$ cat src/hdl/pixel_hit_cluster_window_assert.svh
// Assertion macros shared by the cluster window RTL.
// Each macro expects clk and arst_n in the scope where it is used.
`ifndef PIXEL_HIT_CLUSTER_WINDOW_ASSERT_SVH
`define PIXEL_HIT_CLUSTER_WINDOW_ASSERT_SVH

`ifndef SYNTHESIS

// Same-cycle implication.
`define PHCW_ASSERT_IMP(lbl, ante, cons) \
	lbl: assert property (@(posedge clk) disable iff (!arst_n) (ante) |-> (cons)) \
		else $error("assertion failed: implication");

// Next-cycle implication.
`define PHCW_ASSERT_NXT(lbl, ante, cons) \
	lbl: assert property (@(posedge clk) disable iff (!arst_n) (ante) |=> (cons)) \
		else $error("assertion failed: next-cycle implication");

`else

`define PHCW_ASSERT_IMP(lbl, ante, cons)
`define PHCW_ASSERT_NXT(lbl, ante, cons)

`endif

`endif

$ cat src/hdl/phcw_pkg.sv
package phcw_pkg;

	localparam int COL_W  = 7;
	localparam int ROW_W  = 9;
	localparam int XING_W = 5;
	localparam int SPAN_W = 10;

	localparam int CFG_IDX_W  = 2;
	localparam int CFG_DATA_W = 4;

	// Detector bounds.
	localparam int unsigned NUM_COLUMNS  = 80;
	localparam int unsigned NUM_ROWS     = 336;
	localparam int unsigned NUM_TRIGGERS = 16;

	// Configuration register indexes.
	localparam logic [CFG_IDX_W-1:0] CFG_COL_REACH  = 2'd0;
	localparam logic [CFG_IDX_W-1:0] CFG_ROW_REACH  = 2'd1;
	localparam logic [CFG_IDX_W-1:0] CFG_XING_REACH = 2'd2;

	// Input action codes.
	localparam logic ACT_SEED = 1'b0;
	localparam logic ACT_TEST = 1'b1;

	typedef struct packed {
		logic [2:0] col;
		logic [3:0] row;
		logic [1:0] xing;
	} reach_t;

	typedef struct packed {
		logic [COL_W-1:0]  col_lo;
		logic [COL_W-1:0]  col_hi;
		logic [ROW_W-1:0]  row_lo;
		logic [ROW_W-1:0]  row_hi;
		logic [XING_W-1:0] xing_lo;
		logic [XING_W-1:0] xing_hi;
		logic              xing_fixed;
	} window_t;

	typedef struct packed {
		logic              action;
		logic [COL_W-1:0]  col;
		logic [ROW_W-1:0]  row;
		logic [XING_W-1:0] xing;
	} hit_t;

	typedef struct packed {
		logic    accepted;
		logic    error;
		window_t win;
	} result_t;

endpackage

$ cat src/hdl/phcw_cfg_regs.sv
module phcw_cfg_regs (
	input  logic                           clk,
	input  logic                           arst_n,
	input  logic                           wr_en,
	input  logic [phcw_pkg::CFG_IDX_W-1:0]  wr_index,
	input  logic [phcw_pkg::CFG_DATA_W-1:0] wr_data,
	output phcw_pkg::reach_t               reach
);
	import phcw_pkg::*;

	reach_t reach_q;

	always_ff @(posedge clk or negedge arst_n) begin
		if (!arst_n) begin
			reach_q.col  <= 3'd1;
			reach_q.row  <= 4'd2;
			reach_q.xing <= 2'd1;
		end else if (wr_en) begin
			unique case (wr_index)
				CFG_COL_REACH:  reach_q.col  <= wr_data[2:0];
				CFG_ROW_REACH:  reach_q.row  <= wr_data[3:0];
				CFG_XING_REACH: reach_q.xing <= wr_data[1:0];
				default: begin
					// Writes past the register list are dropped.
				end
			endcase
		end
	end

	assign reach = reach_q;

endmodule

$ cat src/hdl/phcw_window_update.sv
module phcw_window_update (
	input  phcw_pkg::window_t win,
	input  phcw_pkg::reach_t  reach,
	input  phcw_pkg::hit_t    hit,
	output phcw_pkg::result_t res
);
	import phcw_pkg::*;

	localparam logic [SPAN_W-1:0] COL_BOUND  = SPAN_W'(NUM_COLUMNS);
	localparam logic [SPAN_W-1:0] ROW_BOUND  = SPAN_W'(NUM_ROWS);
	localparam logic [SPAN_W-1:0] XING_BOUND = SPAN_W'(NUM_TRIGGERS);

	typedef struct packed {
		logic [SPAN_W-1:0] lo;
		logic [SPAN_W-1:0] hi;
	} span_t;

	// x + r, saturating at the bound.
	function automatic logic [SPAN_W-1:0] sat_up(input logic [SPAN_W-1:0] x,
			input logic [SPAN_W-1:0] r, input logic [SPAN_W-1:0] bound);
		logic [SPAN_W:0] s;
		s = {1'b0, x} + {1'b0, r};
		return (s > {1'b0, bound}) ? bound : s[SPAN_W-1:0];
	endfunction

	// x - r, saturating at zero and at the bound.
	function automatic logic [SPAN_W-1:0] sat_down(input logic [SPAN_W-1:0] x,
			input logic [SPAN_W-1:0] r, input logic [SPAN_W-1:0] bound);
		logic [SPAN_W-1:0] d;
		d = x - r;
		if (x < r)
			return '0;
		return (d > bound) ? bound : d;
	endfunction

	// Edge rule for rows and columns; v is known to lie within [lo, hi].
	function automatic span_t span_adjust(input logic [SPAN_W-1:0] v,
			input logic [SPAN_W-1:0] r, input logic [SPAN_W-1:0] bound,
			input span_t cur);
		span_t             nxt;
		logic [SPAN_W-1:0] dlo;
		logic [SPAN_W-1:0] dhi;
		nxt = cur;
		dlo = v - cur.lo;
		dhi = cur.hi - v;
		if (v == cur.hi) begin
			nxt.hi = sat_up(cur.hi, r, bound);
		end else if (v == cur.lo) begin
			nxt.lo = sat_down(cur.lo, r, bound);
		end else if (dlo > dhi) begin
			if (dhi <= r)
				nxt.hi = sat_up(v, r, bound);
		end else if (dlo < dhi) begin
			if (dlo <= r)
				nxt.lo = sat_down(v, r, bound);
		end
		return nxt;
	endfunction

	logic [SPAN_W-1:0] col_v, row_v, xing_v;
	logic [SPAN_W-1:0] col_r, row_r, xing_r;
	logic              hit_in_win;
	span_t             col_span, row_span;
	logic [XING_W:0]   xing_lo_up;
	window_t           nxt;

	assign col_v  = SPAN_W'(hit.col);
	assign row_v  = SPAN_W'(hit.row);
	assign xing_v = SPAN_W'(hit.xing);
	assign col_r  = SPAN_W'(reach.col);
	assign row_r  = SPAN_W'(reach.row);
	assign xing_r = SPAN_W'(reach.xing);

	assign hit_in_win = (hit.col >= win.col_lo) && (hit.col <= win.col_hi) &&
		(hit.row >= win.row_lo) && (hit.row <= win.row_hi) &&
		(hit.xing >= win.xing_lo) && (hit.xing <= win.xing_hi);

	assign col_span = span_adjust(col_v, col_r, COL_BOUND,
		'{lo: SPAN_W'(win.col_lo), hi: SPAN_W'(win.col_hi)});
	assign row_span = span_adjust(row_v, row_r, ROW_BOUND,
		'{lo: SPAN_W'(win.row_lo), hi: SPAN_W'(win.row_hi)});

	assign xing_lo_up = {1'b0, win.xing_lo} + (XING_W+1)'(reach.xing);

	always_comb begin
		nxt          = win;
		res.accepted = 1'b0;
		res.error    = 1'b0;
		if (hit.action == ACT_SEED) begin
			if (xing_v > XING_BOUND) begin
				res.error = 1'b1;
			end else begin
				res.accepted   = 1'b1;
				nxt.col_hi     = COL_W'(sat_up(col_v, col_r, COL_BOUND));
				nxt.col_lo     = COL_W'(sat_down(col_v, col_r, COL_BOUND));
				nxt.row_hi     = ROW_W'(sat_up(row_v, row_r, ROW_BOUND));
				nxt.row_lo     = ROW_W'(sat_down(row_v, row_r, ROW_BOUND));
				nxt.xing_hi    = XING_W'(sat_up(xing_v, xing_r, XING_BOUND));
				nxt.xing_lo    = XING_W'(sat_down(xing_v, xing_r, XING_BOUND));
				nxt.xing_fixed = 1'b0;
			end
		end else if (hit_in_win) begin
			res.accepted = 1'b1;
			nxt.col_lo   = COL_W'(col_span.lo);
			nxt.col_hi   = COL_W'(col_span.hi);
			nxt.row_lo   = ROW_W'(row_span.lo);
			nxt.row_hi   = ROW_W'(row_span.hi);
			// The crossing edges move at most once per cluster.
			if (!win.xing_fixed) begin
				if (hit.xing == win.xing_hi) begin
					if (hit.xing != '0) begin
						if (SPAN_W'(xing_lo_up) <= XING_BOUND)
							nxt.xing_lo = XING_W'(xing_lo_up);
						nxt.xing_fixed = 1'b1;
					end
				end else if (hit.xing == win.xing_lo) begin
					if ((SPAN_W'(win.xing_hi) != XING_BOUND) &&
							((win.xing_hi < XING_W'(reach.xing)) ||
							((win.xing_hi - XING_W'(reach.xing)) != win.xing_lo)))
						nxt.xing_hi = XING_W'(sat_down(SPAN_W'(win.xing_hi), xing_r,
							XING_BOUND));
					nxt.xing_fixed = 1'b1;
				end
			end
		end
		res.win = nxt;
	end

endmodule

$ cat src/hdl/pixel_hit_cluster_window.sv
// Pixel cluster acceptance window tracker.
// A beat accepted at the input is registered, evaluated against the window state
// and its result is registered in the output register. One hit per cycle is
// taken while the output is not stalled; the window state updates with each result.
// Reset (arst_n low, asynchronous) clears the window and all valid flags and
// loads the reach registers with 1, 2 and 1.
module pixel_hit_cluster_window (
	input  logic                           clk,
	input  logic                           arst_n,

	input  logic                           cfg_valid,
	output logic                           cfg_ready,
	input  logic [phcw_pkg::CFG_IDX_W-1:0]  cfg_index,
	input  logic [phcw_pkg::CFG_DATA_W-1:0] cfg_data,

	input  logic                           in_valid,
	output logic                           in_ready,
	input  logic                           action,
	input  logic [phcw_pkg::COL_W-1:0]      hit_col,
	input  logic [phcw_pkg::ROW_W-1:0]      hit_row,
	input  logic [phcw_pkg::XING_W-1:0]     hit_crossing,

	output logic                           out_valid,
	input  logic                           out_ready,
	output logic                           accepted,
	output logic                           error,
	output logic [phcw_pkg::COL_W-1:0]      win_col_low,
	output logic [phcw_pkg::COL_W-1:0]      win_col_high,
	output logic [phcw_pkg::ROW_W-1:0]      win_row_low,
	output logic [phcw_pkg::ROW_W-1:0]      win_row_high,
	output logic [phcw_pkg::XING_W-1:0]     win_crossing_low,
	output logic [phcw_pkg::XING_W-1:0]     win_crossing_high
);
	import phcw_pkg::*;

	`include "pixel_hit_cluster_window_assert.svh"

	// Configuration writes are always taken; only the user ensures the block is idle.
	reach_t reach;

	assign cfg_ready = 1'b1;

	phcw_cfg_regs u_cfg (
		.clk      (clk),
		.arst_n   (arst_n),
		.wr_en    (cfg_valid && cfg_ready),
		.wr_index (cfg_index),
		.wr_data  (cfg_data),
		.reach    (reach)
	);

	// Input register. It holds one beat; it is evaluated against the window
	// state in the cycle the output register can take the result, so a
	// stalled output never blocks a beat already in flight from being held.
	hit_t    hit_s1;
	logic    valid_s1;
	logic    advance;
	window_t win_q;
	result_t res;
	result_t res_q;
	logic    out_valid_q;

	assign advance  = valid_s1 && (!out_valid_q || out_ready);
	assign in_ready = !valid_s1 || advance;

	always_ff @(posedge clk or negedge arst_n) begin
		if (!arst_n) begin
			valid_s1 <= 1'b0;
		end else if (in_ready) begin
			valid_s1 <= in_valid;
		end
	end

	always_ff @(posedge clk) begin
		if (in_valid && in_ready) begin
			hit_s1 <= '{action: action, col: hit_col, row: hit_row, xing: hit_crossing};
		end
	end

	phcw_window_update u_update (
		.win   (win_q),
		.reach (reach),
		.hit   (hit_s1),
		.res   (res)
	);

	// Window state moves only when the evaluated beat is handed to the output.
	always_ff @(posedge clk or negedge arst_n) begin
		if (!arst_n) begin
			win_q <= '0;
		end else if (advance) begin
			win_q <= res.win;
		end
	end

	// Output register.
	always_ff @(posedge clk or negedge arst_n) begin
		if (!arst_n) begin
			out_valid_q <= 1'b0;
		end else if (advance) begin
			out_valid_q <= 1'b1;
		end else if (out_ready) begin
			out_valid_q <= 1'b0;
		end
	end

	always_ff @(posedge clk) begin
		if (advance) begin
			res_q <= res;
		end
	end

	assign out_valid         = out_valid_q;
	assign accepted          = res_q.accepted;
	assign error             = res_q.error;
	assign win_col_low       = res_q.win.col_lo;
	assign win_col_high      = res_q.win.col_hi;
	assign win_row_low       = res_q.win.row_lo;
	assign win_row_high      = res_q.win.row_hi;
	assign win_crossing_low  = res_q.win.xing_lo;
	assign win_crossing_high = res_q.win.xing_hi;

	// A seed error and an acceptance never come in the same result.
	`PHCW_ASSERT_IMP(a_err_excl, out_valid_q, !(res_q.accepted && res_q.error))
	// Window edges never pass the detector bounds.
	`PHCW_ASSERT_IMP(a_bounds, out_valid_q, (res_q.win.col_hi <= COL_W'(NUM_COLUMNS)) && (res_q.win.row_hi <= ROW_W'(NUM_ROWS)) && (res_q.win.xing_hi <= XING_W'(NUM_TRIGGERS)))
	// The input side stalls only when a beat is held behind a stalled result.
	`PHCW_ASSERT_IMP(a_stall, !in_ready, valid_s1 && out_valid_q && !out_ready)
	// A rejected seed leaves the window untouched.
	`PHCW_ASSERT_NXT(a_err_hold, advance && res.error, win_q == $past(win_q))

endmodule

$ cat config.mk
export PLATFORM = sky130hd
export DESIGN_NAME = pixel_hit_cluster_window
export DESIGN_NICKNAME = d
export VERILOG_FILES = /design/src/hdl/phcw_pkg.sv /design/src/hdl/phcw_cfg_regs.sv /design/src/hdl/phcw_window_update.sv /design/src/hdl/pixel_hit_cluster_window.sv
export VERILOG_INCLUDE_DIRS = /design/src /design/src/hdl
export SDC_FILE = /design/constraint.sdc
export NUM_CORES = 1
export LEC_CHECK = 0
export ABC_AREA = 1
export BUFFER_PORTS_ARGS = -buffer_cell sky130_fd_sc_hd__buf_4
export CAP_MARGIN = 20
export CORE_MARGIN = 1.5
export CORE_UTILIZATION = 43
export CTS_CLUSTER_SIZE = 28
export DETAILED_ROUTE_END_ITERATION = 10
export PLACE_DENSITY = 0.68
export SETUP_SLACK_MARGIN = 0.15
export SLEW_MARGIN = 20
export SYNTH_ARGS = -nofsm -noshare
export SYNTH_HDL_FRONTEND = slang
export SYNTH_HIERARCHICAL = 1
export SYNTH_SLANG_ARGS = --single-unit
$ cat constraint.sdc
create_clock -name clk -period 3.35 [get_ports clk]
set_clock_uncertainty 0.1 [all_clocks]
set_input_delay 0.5025 -clock clk [delete_from_list [all_inputs] [get_ports clk]]
set_output_delay 0.5025 -clock clk [all_outputs]
set_load 0.02 [all_outputs]
==> results of run 1 <==
-- worst register-to-register path, delay by kind of cell (launching register included) --
family	cells	cell delay (ns)
flops	1	0.38
buf+inv	6	0.78
compound gates	2	0.20
simple gates	12	1.10
fa+ha+maj	2	0.69
xor+xnor	1	0.20
-- flip-flops by register name, summed over array words and instances (netlist names) --
| signal | count |
|---|---|
| win_col_low | 7 |
| u_cfg/reach | 9 |
| error | 1 |
| win_q | 43 |
| valid_s1 | 1 |
| win_crossing_high | 5 |
| out_valid | 1 |
| hit_s1 | 22 |
| win_row_high | 9 |
| win_crossing_low | 5 |
| win_row_low | 9 |
| win_col_high | 7 |
| accepted | 1 |
-- metal layers --
layer / share of wire, % / vias up / routed length, microns / track usage (%)
met3: 5.6 / 113 / 2310 / 4.88
li1: - / 6523 / - / -
met1: 43 / 6188 / 17600 / 34.4
met5: 0 / - / 0 / 0
met2: 47 / 453 / 19500 / 47.1
met4: 4.7 / 0 / 1940 / 14.2
-- kinds of logic after synthesis --
group	count (synthesis)	share of synthesized area, %
AND/OR/NAND/NOR	1027	36.5
buffers and inverters	321	10.6
AO/OA/AOI/OAI	190	9.08
adder cells (fa/ha/maj)	127	13.9
flip-flops	120	27.1
XOR/XNOR	40	2.85
other	1	0.0305
-- report_power, final --
part           total (mW)  switching, mW  internal [mW]
Sequential           2.39          0.382           2.01
Clock                1.75          0.729           1.02
Combinational        9.78           5.52           4.26
Total                13.9           6.63           7.29
-- worst max path at each step --
stage	startpoint	cells past startpoint	slack, ns	to
3_5_place_dp	hit_s1[9]	21	-0.27	win_q[14]
4_1_cts	hit_s1[5]	29	-0.07	win_q[16]
2_1_floorplan	hit_s1[6]	22	0.13	win_row_high[4]
3_3_place_gp	hit_s1[9]	21	-0.25	win_row_high[3]
6_report	hit_s1[6]	23	-0.16	win_q[16]
5_1_grt	hit_s1[5]	28	-0.35	win_q[16]
-- cells in the mapped netlist (3+ instances only) --
cell type  number
xnor2_1        11
edfxtp_1       66
nor3_1         13
o21ai_0        40
a21oi_2        11
nor2_1        120
dfrtp_1        51
o21bai_1        7
clkbuf_1        9
a21oi_1        83
a22oi_1         5
nand3_2         3
clkinv_1        3
o211ai_1        8
inv_1         267
o21ai_1         3
buf_6           5
nand3b_1       12
nand3_1       188
nand2_4         4
nand4_1        35
buf_4           6
inv_2          13
ha_1          111
o21a_1          3
dfstp_2         3
nor2_4          4
buf_2          14
nand2_1       616
fa_1           16
xor2_1         29
o22ai_1        20
nand2_2         8
nor2_2          9
-- timing repair --
action                                  in CTS  in global routing
endpoints found under the setup margin      64                 77
gates cloned                                 1                  0
pin swaps                                   95                 96
gates resized for setup                    160                130
setup buffers                               35                 22
hold buffers                                 0                  0
-- stage by stage --
step | std cells | worst slack (ns) | hold slack, ns | instance area [sq um]
6_report | 2515 | -0.157 | 0.0614 | 16700
3_3_place_gp | 2425 | -0.252 | 0.410 | 14500
5_1_grt | 2515 | -0.347 | 0.114 | 16700
2_1_floorplan | 1826 | 0.127 | 0.107 | 12400
4_1_cts | 2493 | -0.0724 | 0.0813 | 16000
3_5_place_dp | 2425 | -0.269 | 0.408 | 14500
-- area by class of cell --
cell class / instances / area, sq um / area share, %
Inverter: 286 / 1100 / 6.57
Timing Repair Buffer: 313 / 2420 / 14.5
Sequential cell: 120 / 3340 / 20.0
Timing Repair inverter: 1 / 8.76 / 0.0524
Clock inverter: 11 / 103 / 0.614
Clock buffer: 21 / 440 / 2.64
Tap cell: 378 / 473 / 2.83
Multi-Input combinational cell: 1385 / 8820 / 52.8
==> results by group, run 1 <==
Status
  • Status: complete, but fails checks
  • Violated checks: negative setup slack

STA
  • Setup ws final: -0.157 ns
  • Final count of hold timing violations: 0
  • Final Cycle Share: 105%
  • Max Freq: roughly 0.29 GHz
  • Tmin final: 3.51 ns
  • Setup TNS: -3.10 ns
  • RSZ-0062 raised after global routing: true
  • Final setup vio count: 43
  • Worst-Margin Slew: between 0.8 and 0.9 ns
  • Slew Limit Fails: 0
  • Max-slew headroom: 45.1%

Synth
  • Net Count, Synth: ~2,000
  • Post-synthesis cell type count: 59
  • Top-area cell type share of the netlist area: between 10% and 20%
  • Area contributors post-synth: nand2_1 19%, edfxtp_1 16%, ha_1 11%, dfrtp_1 10%, inv_1 8.1%
  • Post-Syn Area: roughly 12,000 sq um
  • Main synth FF type: edfxtp_1
  • Async S/R FF share, synth: between 40 and 50%
  • YS warnings: 6
  • Syn Inst Count: between 1,500 and 2,000
  • Synthesized area per cell: slightly below 7 sq um
  • Seq/Total Area, Yosys: 27.1%
  • Post-synth EDFFs: 66
  • Largest area contributor in the netlist: nand2_1
  • FF+latch count, synth: between 100 and 150

Pwr
  • Total Power: approximately 14 mW
  • Leakage: 8.49 nW
  • Worst vdd ir: ~700 uV
  • Pwr Density: between 800 and 900 nW/um^2

Detailed routing
  • Initial DRC count: around 940
  • WL/cell: 16.4 microns
  • Antenna Violating Nets Remaining: 0
  • DRC Markers: 0
  • Drt first pass iters: 6
  • Vias/cell: between 5 and 6
  • Vias after detailed routing: about 13,000
  • DRT Wirelength: 41,300 microns

Global route
  • Vias in the first global route: around 13,000
  • GR Util All Layers: 28.0%
  • GRT overflow: 0
  • Antenna violations before repair: 0
  • First-pass GRT wire length: between 60,000 and 70,000 microns
  • Largest net degree at the start of global routing: 55

Die
  • Initial core utilization: roughly 44%
  • Die height: 172 microns
  • Die footprint: between 20,000 and 30,000 sq um
  • IO Count: 80
  • Die Wd: ~170 microns
  • Core ar.: 28,000 sq um
  • Rows: 61

Final layout
  • Filler Cells Inserted: between 2,000 and 3,000
  • Most frequent cells in the layout: 541 x nand2_1, 294 x buf_4, 230 x inv_1
  • Area Growth Syn to Fin: 35.8%
  • Final Util: roughly three fifths
  • Commonest non-fill, non-tap cell in the layout: nand2_1
  • Share of cells above drive strength 1: about 30%
  • Nets: around 2,300
  • N_diodes: 0

Setup path
  • CP Capture Type: register
  • Worst-case reg-to-reg path depth: 23
  • Required @ worst endpoint: ~3.6 ns
  • Biggest cell delay along the critical path: between 0.4 and 0.5 ns
  • Worst Setup Start Kind: register
  • Slowest-stage cell, CP: fa_2
  • Crit Path Class: register to register
  • Critical R2R Launch: hit_s1[6]
  • RR Endpoint: win_q[16]
  • Crit Path Max Fanout: 4
  • CP bufs+invs: 6
  • CP cell instances: buf_4 > buf_6 > fa_2 > nand2_2 > nand2_4 > xnor2_2 > inv_2 > ha_4 > nand2_4 > buf_4 > nor2_2 > o211ai_1 > nand3_2 > nand4_1 > buf_6 > nor2_4 > buf_6 > nand2_2 > o21ai_1 > nand2_1 > nand2_2 > nand3_2 > nand2_1
  • WP data arrival: around 3.8 ns
  • CP delay by family, top: simple AND/OR/NAND/NOR gates
  • Reg2Reg Setup Slack: -0.16 ns

Place
  • Port Buffers: 78
  • Hpwl dp: ~30,000 microns
  • GP Congestion: a little over 0.9

Clock tree
  • Number of H-tree levels: 4
  • CTS tree: done
  • Clock transition at path regs: approximately 0.06 ns
  • Total CTS buffers: 17
  • Root Buffer: clkbuf_16
  • Clk Latency, worst-skew pair: 0.44 ns
  • Clk buf depth: 2
  • Clock sink total: 120

Hold path
  • Hold Path Class: input pin to async pin

Run
  • Max cap viols: 0
Note: power is estimated with default switching activity, not from simulation.
==> run 2: changes to the inputs <==
PLACE_DENSITY = 0.66   (was 0.68)
SLEW_MARGIN = unset   (was 20)
clock period = 4.55 ns   (was 3.35 ns; I/O delays follow)
==> results by group, run 2 (same netlist as run 1, synthesis figures left out) <==
Global route
  • Vias in the first global route: 11,531 (-9.8%)
  • Largest net degree at the start of global routing: 55 (unchanged)
  • Antenna violations before repair: 0 (unchanged)
  • GR Util All Layers: 27.1% (-0.95 points)
  • First-pass GRT wire length: 61,700 microns (-3.4%)
  • GRT overflow: 0 (unchanged)

STA
  • Setup ws final: 0.450 ns (+0.607 ns)
  • Final count of hold timing violations: 0 (unchanged)
  • Final setup vio count: 0 (-100%)
  • Max-slew headroom: 32.5% (-13 points)
  • RSZ-0062 raised after global routing: true
  • Slew Limit Fails: 0 (unchanged)
  • Final hold slack: 0.224 ns (+0.163 ns)
  • Tmin final: 4.10 ns (+0.593 ns)
  • Worst-Margin Slew: 1.01 ns (+0.182 ns)
  • Final Cycle Share: 90.1% (-15 points)
  • Max Freq: 0.244 GHz (-14%)
  • Setup TNS: 0 ns (+3.10 ns)

Final layout
  • Most frequent cells in the layout: 616 x nand2_1, 266 x inv_1, 188 x nand3_1
  • Max reg flops: 43 (unchanged)
  • Share of cells above drive strength 1: 9.80% (-20 points)
  • Area Growth Syn to Fin: 12.1%
  • Regs by FF count: win_q: 43 flops, hit_s1: 22 flops
  • Final instance area: 13,800 sq um (-17%)
  • Filler Cells Inserted: 2,872 (+14%)
  • Commonest non-fill, non-tap cell in the layout: nand2_1
  • Nets: 2,055 (-10%)
  • Largest reg by FF count: win_q
  • N_diodes: 0 (unchanged)

Setup path
  • Reg2Reg Setup Slack: 0.45 ns (+0.61 ns)
  • Crit Path Max Fanout: 7 (+3)
  • CP Capture Type: register
  • Worst Setup Start Kind: register
  • Crit Path Class: register to register
  • WP data arrival: 4.38 ns (+0.60 ns)
  • Required @ worst endpoint: 4.83 ns (+1.21 ns)

Die
  • Rows: 61 (unchanged)
  • Core ar.: 28,000 sq um (unchanged)
  • Die height: 172 microns (unchanged)
  • Die footprint: 29,700 sq um (unchanged)
  • Initial core utilization: 43.9% (unchanged)
  • IO Count: 80 (unchanged)
  • Die Wd: 172 microns (unchanged)

Pwr
  • Worst vdd ir: 287 uV (-59%)
  • Pwr Density: 592 nW/um^2 (-29%)
  • Leakage: 7.23 nW (-15%)

Hold path
  • Hold Path Class: input pin to async pin

Status
  • Status: finished, final reports clean

Detailed routing
  • WL/cell: 16.8 microns (+2.1%)
  • Antenna Violating Nets Remaining: 0 (unchanged)
  • DRT Wirelength: 38,300 microns (-7.2%)
  • Vias/cell: 5.32 (+0.73%)
  • Drt first pass iters: 5 (-1)
  • DRC Markers: 0 (unchanged)
  • Initial DRC count: 1,167 (+24%)
  • Vias after detailed routing: 12,156 (-8.4%)

Clock tree
  • Clock transition at path regs: 0.07 ns (about the same)
  • Clk Latency, worst-skew pair: 0.45 ns (about the same)
  • Number of H-tree levels: 4 (unchanged)
  • Clk buf depth: 2 (unchanged)
  • Root Buffer: clkbuf_16
  • Clock sink total: 120 (unchanged)
  • Post-CTS Setup Inserts: 0 (-100%)
  • CTS tree: done
  • Total CTS buffers: 17 (unchanged)

Place
  • Port Buffers: 78 (unchanged)
  • Pre-CTS setup slack: 0.598 ns (+0.867 ns)
  • GP Congestion: 0.956 (+3.5%)
  • Placed Area: 13,200 sq um (-9.1%)
  • Hpwl dp: 28,800 microns (-5.3%)

Run
  • Max cap viols: 0 (unchanged)
run 2: final timing paths:
kind	start	endpoint	cells after the start
min in group clk	hit_row[8]	hit_s1[13]	1
max in group asynchronous	arst_n	valid_s1	1
setup reg to reg	hit_s1[10]	win_q[13]	24
setup / recovery	hit_s1[10]	win_q[13]	24
hold reg to reg	win_q[22]	win_q[22]	2
hold / removal	arst_n	win_q[36]	1
run 2: where the power goes:
| part | total, mW | switching, mW | internal [mW] |
|---|---|---|---|
| logic | 4.93 | 3.18 | 1.76 |
| registers | 1.85 | 0.371 | 1.48 |
| clock network | 1.38 | 0.569 | 0.809 |
| total | 8.16 | 4.12 | 4.04 |
run 2: layout make-up:
cell class | count | area (sq um) | area share [%]
flip-flops and latches | 120 | 3340 | 24.2
clock inverters | 13 | 148 | 1.07
clock buffers | 19 | 433 | 3.14
well taps | 378 | 473 | 3.43
inverters | 286 | 1080 | 7.84
multi-input cells | 1385 | 7670 | 55.6
repair buffers | 85 | 651 | 4.72
run 2: what timing repair did:
item | CTS | global route
hold endpoints to repair | 0 | 0
resized for setup | 0 | 0
hold buffers | 0 | 0
endpoints found under the setup margin | 0 | 2
run 2: stage by stage:
stage / power [mW] / util [%] / std cells
after CTS: 8.13 / 49.2 / 2286
after global routing: 8.98 / 49.2 / 2286
final: 8.16 / 49.2 / 2286
after floorplan: 5.44 / - / 1826
after global placement: 6.64 / 47.2 / 2254
after detailed placement: 6.72 / 47.2 / 2254
run 2: layer usage:
layer | GRT usage (%) | wire length [microns]
met4 | 7.30 | 695
met3 | 4.03 | 2450
met1 | 37.5 | 18000
met5 | 0 | 0
met2 | 43.9 | 17200
run 2: critical path: stages (launching register included):
cell,delay (ns)
edfxtp_1,0.54
inv_1,0.18
ha_1,0.39
a21oi_1,0.27
nor2_1,0.07
nor2_1,0.14
nand2_1,0.07
nand2_1,0.12
nand2_1,0.12
ha_1,0.28
nand2_1,0.10
nor2_1,0.05
nand3_1,0.08
nand2_1,0.05
nor2_1,0.11
nand3_1,0.08
nor2_1,0.09
nand4_1,0.26
nor2_2,0.38
nand2_1,0.12
nand2_1,0.08
nand2_1,0.05
nand2_1,0.11
nand3_1,0.09
nand2_1,0.10
==> run 3: changes to the inputs <==
clock period = 4.8 ns   (was 4.55 ns; I/O delays follow)
==> results by group, run 3 (same netlist as run 1, synthesis figures left out) <==
Pwr
  • Share of total power in combinational logic: 60.5% (about the same)
  • Int Pwr: 3.79 mW (-6.2%)
  • Sw Pwr: 3.90 mW (-5.3%)
  • Worst vdd ir: 249 uV (-13%)
  • Clock power frac: 16.8% (about the same)
  • Switching share of total power: 50.7% (+0.25 points)
  • Pwr Density: 557 nW/um^2 (-5.8%)
  • Register share of total power: 22.7% (about the same)
  • Leakage: 7.25 nW (+0.24%)

Detailed routing
  • Initial DRC count: 1,170 (+0.26%)
  • DRC Markers: 0 (unchanged)
  • DRT Wirelength: 37,700 microns (-1.6%)
  • WL/cell: 16.5 microns (-1.6%)
  • Drt first pass iters: 6 (+1)
  • Antenna Violating Nets Remaining: 0 (unchanged)
  • Vias/cell: 5.32 (about the same)
  • Vias after detailed routing: 12,160 (+0.033%)

Final layout
  • Regs by FF count: win_q: 43 flops, hit_s1: 22 flops
  • Share of cells above drive strength 1: 9.85% (+0.052 points)
  • Largest reg by FF count: win_q
  • Area Growth Syn to Fin: 12.1% (about the same)
  • Most frequent cells in the layout: 616 x nand2_1, 266 x inv_1, 188 x nand3_1
  • Max reg flops: 43 (unchanged)
  • Final Util: 49.3% (about the same)
  • Filler Cells Inserted: 2,803 (-2.4%)
  • Commonest non-fill, non-tap cell in the layout: nand2_1
  • Nets: 2,055 (unchanged)
  • N_diodes: 0 (unchanged)

Setup path
  • Worst Setup Start Kind: register
  • RR Endpoint: win_q[14]
  • Required @ worst endpoint: 5.02 ns (+0.19 ns)
  • CP delay by family, top: simple AND/OR/NAND/NOR gates
  • Slowest-stage cell, CP: edfxtp_1
  • Biggest cell delay along the critical path: 0.59 ns (+0.05 ns)
  • CP Capture Type: register
  • CP bufs+invs: 3 (+2)
  • Reg2Reg Setup Slack: 0.65 ns (+0.20 ns)
  • WP data arrival: 4.37 ns (about the same)
  • Crit Path Max Fanout: 9 (+2)
  • Critical R2R Launch: hit_s1[9]
  • Crit-path most repeated cell: nand2_1
  • Crit Path Class: register to register
  • Worst-case reg-to-reg path depth: 27 (+13%)

Place
  • GP Congestion: 0.914 (-4.4%)
  • Pre-CTS setup slack: 0.738 ns (+0.140 ns)
  • Hpwl dp: 28,300 microns (-1.8%)
  • Port Buffers: 78 (unchanged)

STA
  • Setup TNS: 0 ns (unchanged)
  • Final hold slack: 0.271 ns (+0.0469 ns)
  • Final setup vio count: 0 (unchanged)
  • Worst-Margin Slew: 1.02 ns (+0.0168 ns)
  • Max-slew headroom: 31.4% (-1.1 points)
  • Final Cycle Share: 86.5% (-3.6 points)
  • Setup ws final: 0.647 ns (+0.196 ns)
  • Slew Limit Fails: 0 (unchanged)
  • RSZ-0062 raised after global routing: false
  • Tmin final: 4.15 ns (+0.0537 ns)
  • Final count of hold timing violations: 0 (unchanged)
  • Max Freq: 0.241 GHz (-1.3%)

Global route
  • First-pass GRT wire length: 59,500 microns (-3.5%)
  • GR peak layer: met2
  • Largest net degree at the start of global routing: 55 (unchanged)
  • Vias in the first global route: 11,318 (-1.8%)
  • GR Util All Layers: 26.2% (-0.86 points)
  • Met3 Use GR: 4.62% (+0.60 points)
  • Met2 usage: 42.2% (-1.7 points)
  • Antenna violations before repair: 0 (unchanged)
  • GRT met1 Usage: 36.0% (-1.4 points)
  • GRT overflow: 0 (unchanged)

Die
  • Die footprint: 29,700 sq um (unchanged)
  • Initial core utilization: 43.9% (unchanged)
  • IO Count: 80 (unchanged)
  • Die height: 172 microns (unchanged)
  • Die Wd: 172 microns (unchanged)
  • Rows: 61 (unchanged)
  • Core ar.: 28,000 sq um (unchanged)

Clock tree
  • Clock transition at path regs: 0.07 ns (about the same)
  • Clk Latency, worst-skew pair: 0.43 ns (-0.02 ns)
  • Number of H-tree levels: 4 (unchanged)
  • Clk buf depth: 2 (unchanged)
  • Total CTS buffers: 17 (unchanged)
  • CTS Hold Bufs: 0 (unchanged)
  • CTS tree: done
  • Post_cts resized: 0 (unchanged)
  • Post-CTS Setup Inserts: 0 (unchanged)
  • Clock sink total: 120 (unchanged)
  • Root Buffer: clkbuf_16

Hold path
  • Hold Path Class: input pin to async pin

Run
  • Max cap viols: 0 (unchanged)

Status
  • Status: finished, final reports clean
## run 3: changes by cell type in the layout (fill, tap and decap cells not counted), sizes merged
cell      previous run  this run
bufinv               2         1
clkinv              11        13
clkinvlp             4         1
clkbuf              19        17
inv                282       286
## run 3: worst max path at each step
stage / start / endpoint / slack, ns / cells after the start
2_1_floorplan: win_q[11] / win_row_high[4] / 1.50 / 25
3_3_place_gp: hit_s1[10] / win_q[14] / 0.72 / 25
3_5_place_dp: hit_s1[10] / win_q[14] / 0.74 / 25
4_1_cts: hit_s1[10] / win_q[12] / 0.70 / 24
5_1_grt: hit_s1[10] / win_q[18] / 0.16 / 24
6_report: hit_s1[9] / win_q[14] / 0.65 / 27
## run 3: stage by stage
stage / cells / instance area [sq um] / power [mW]
2_1_floorplan: 1826 / 12300 / 5.15
3_3_place_gp: 2252 / 13200 / 6.27
3_5_place_dp: 2253 / 13200 / 6.34
4_1_cts: 2285 / 13800 / 7.67
5_1_grt: 2286 / 13800 / 8.47
6_report: 2286 / 13800 / 7.69
## run 3: power by group through the flow
stage | Sequential, mW | Clock (mW) | Combinational (mW)
after detailed placement | 1.76 | 0 | 4.58
after global routing | 1.78 | 1.35 | 5.33
after floorplan | 1.73 | 0 | 3.42
after global placement | 1.76 | 0 | 4.51
final | 1.75 | 1.29 | 4.65
after CTS | 1.74 | 1.31 | 4.61
## run 3: cell type report
class                   count  area, sq um  area share [%]
flip-flops and latches    120         3340            24.2
well taps                 378          473            3.43
repair buffers             85          671            4.86
multi-input cells        1385         7670            55.6
clock inverters            15          144            1.04
inverters                 286         1080            7.83
clock buffers              17          425            3.08
## run 3: per-layer routing
metal | wire, microns | up-vias
li1 | - | 6054
met1 | 17600 | 5603
met2 | 16900 | 455
met3 | 2560 | 48
met4 | 683 | 0
met5 | 0 | -
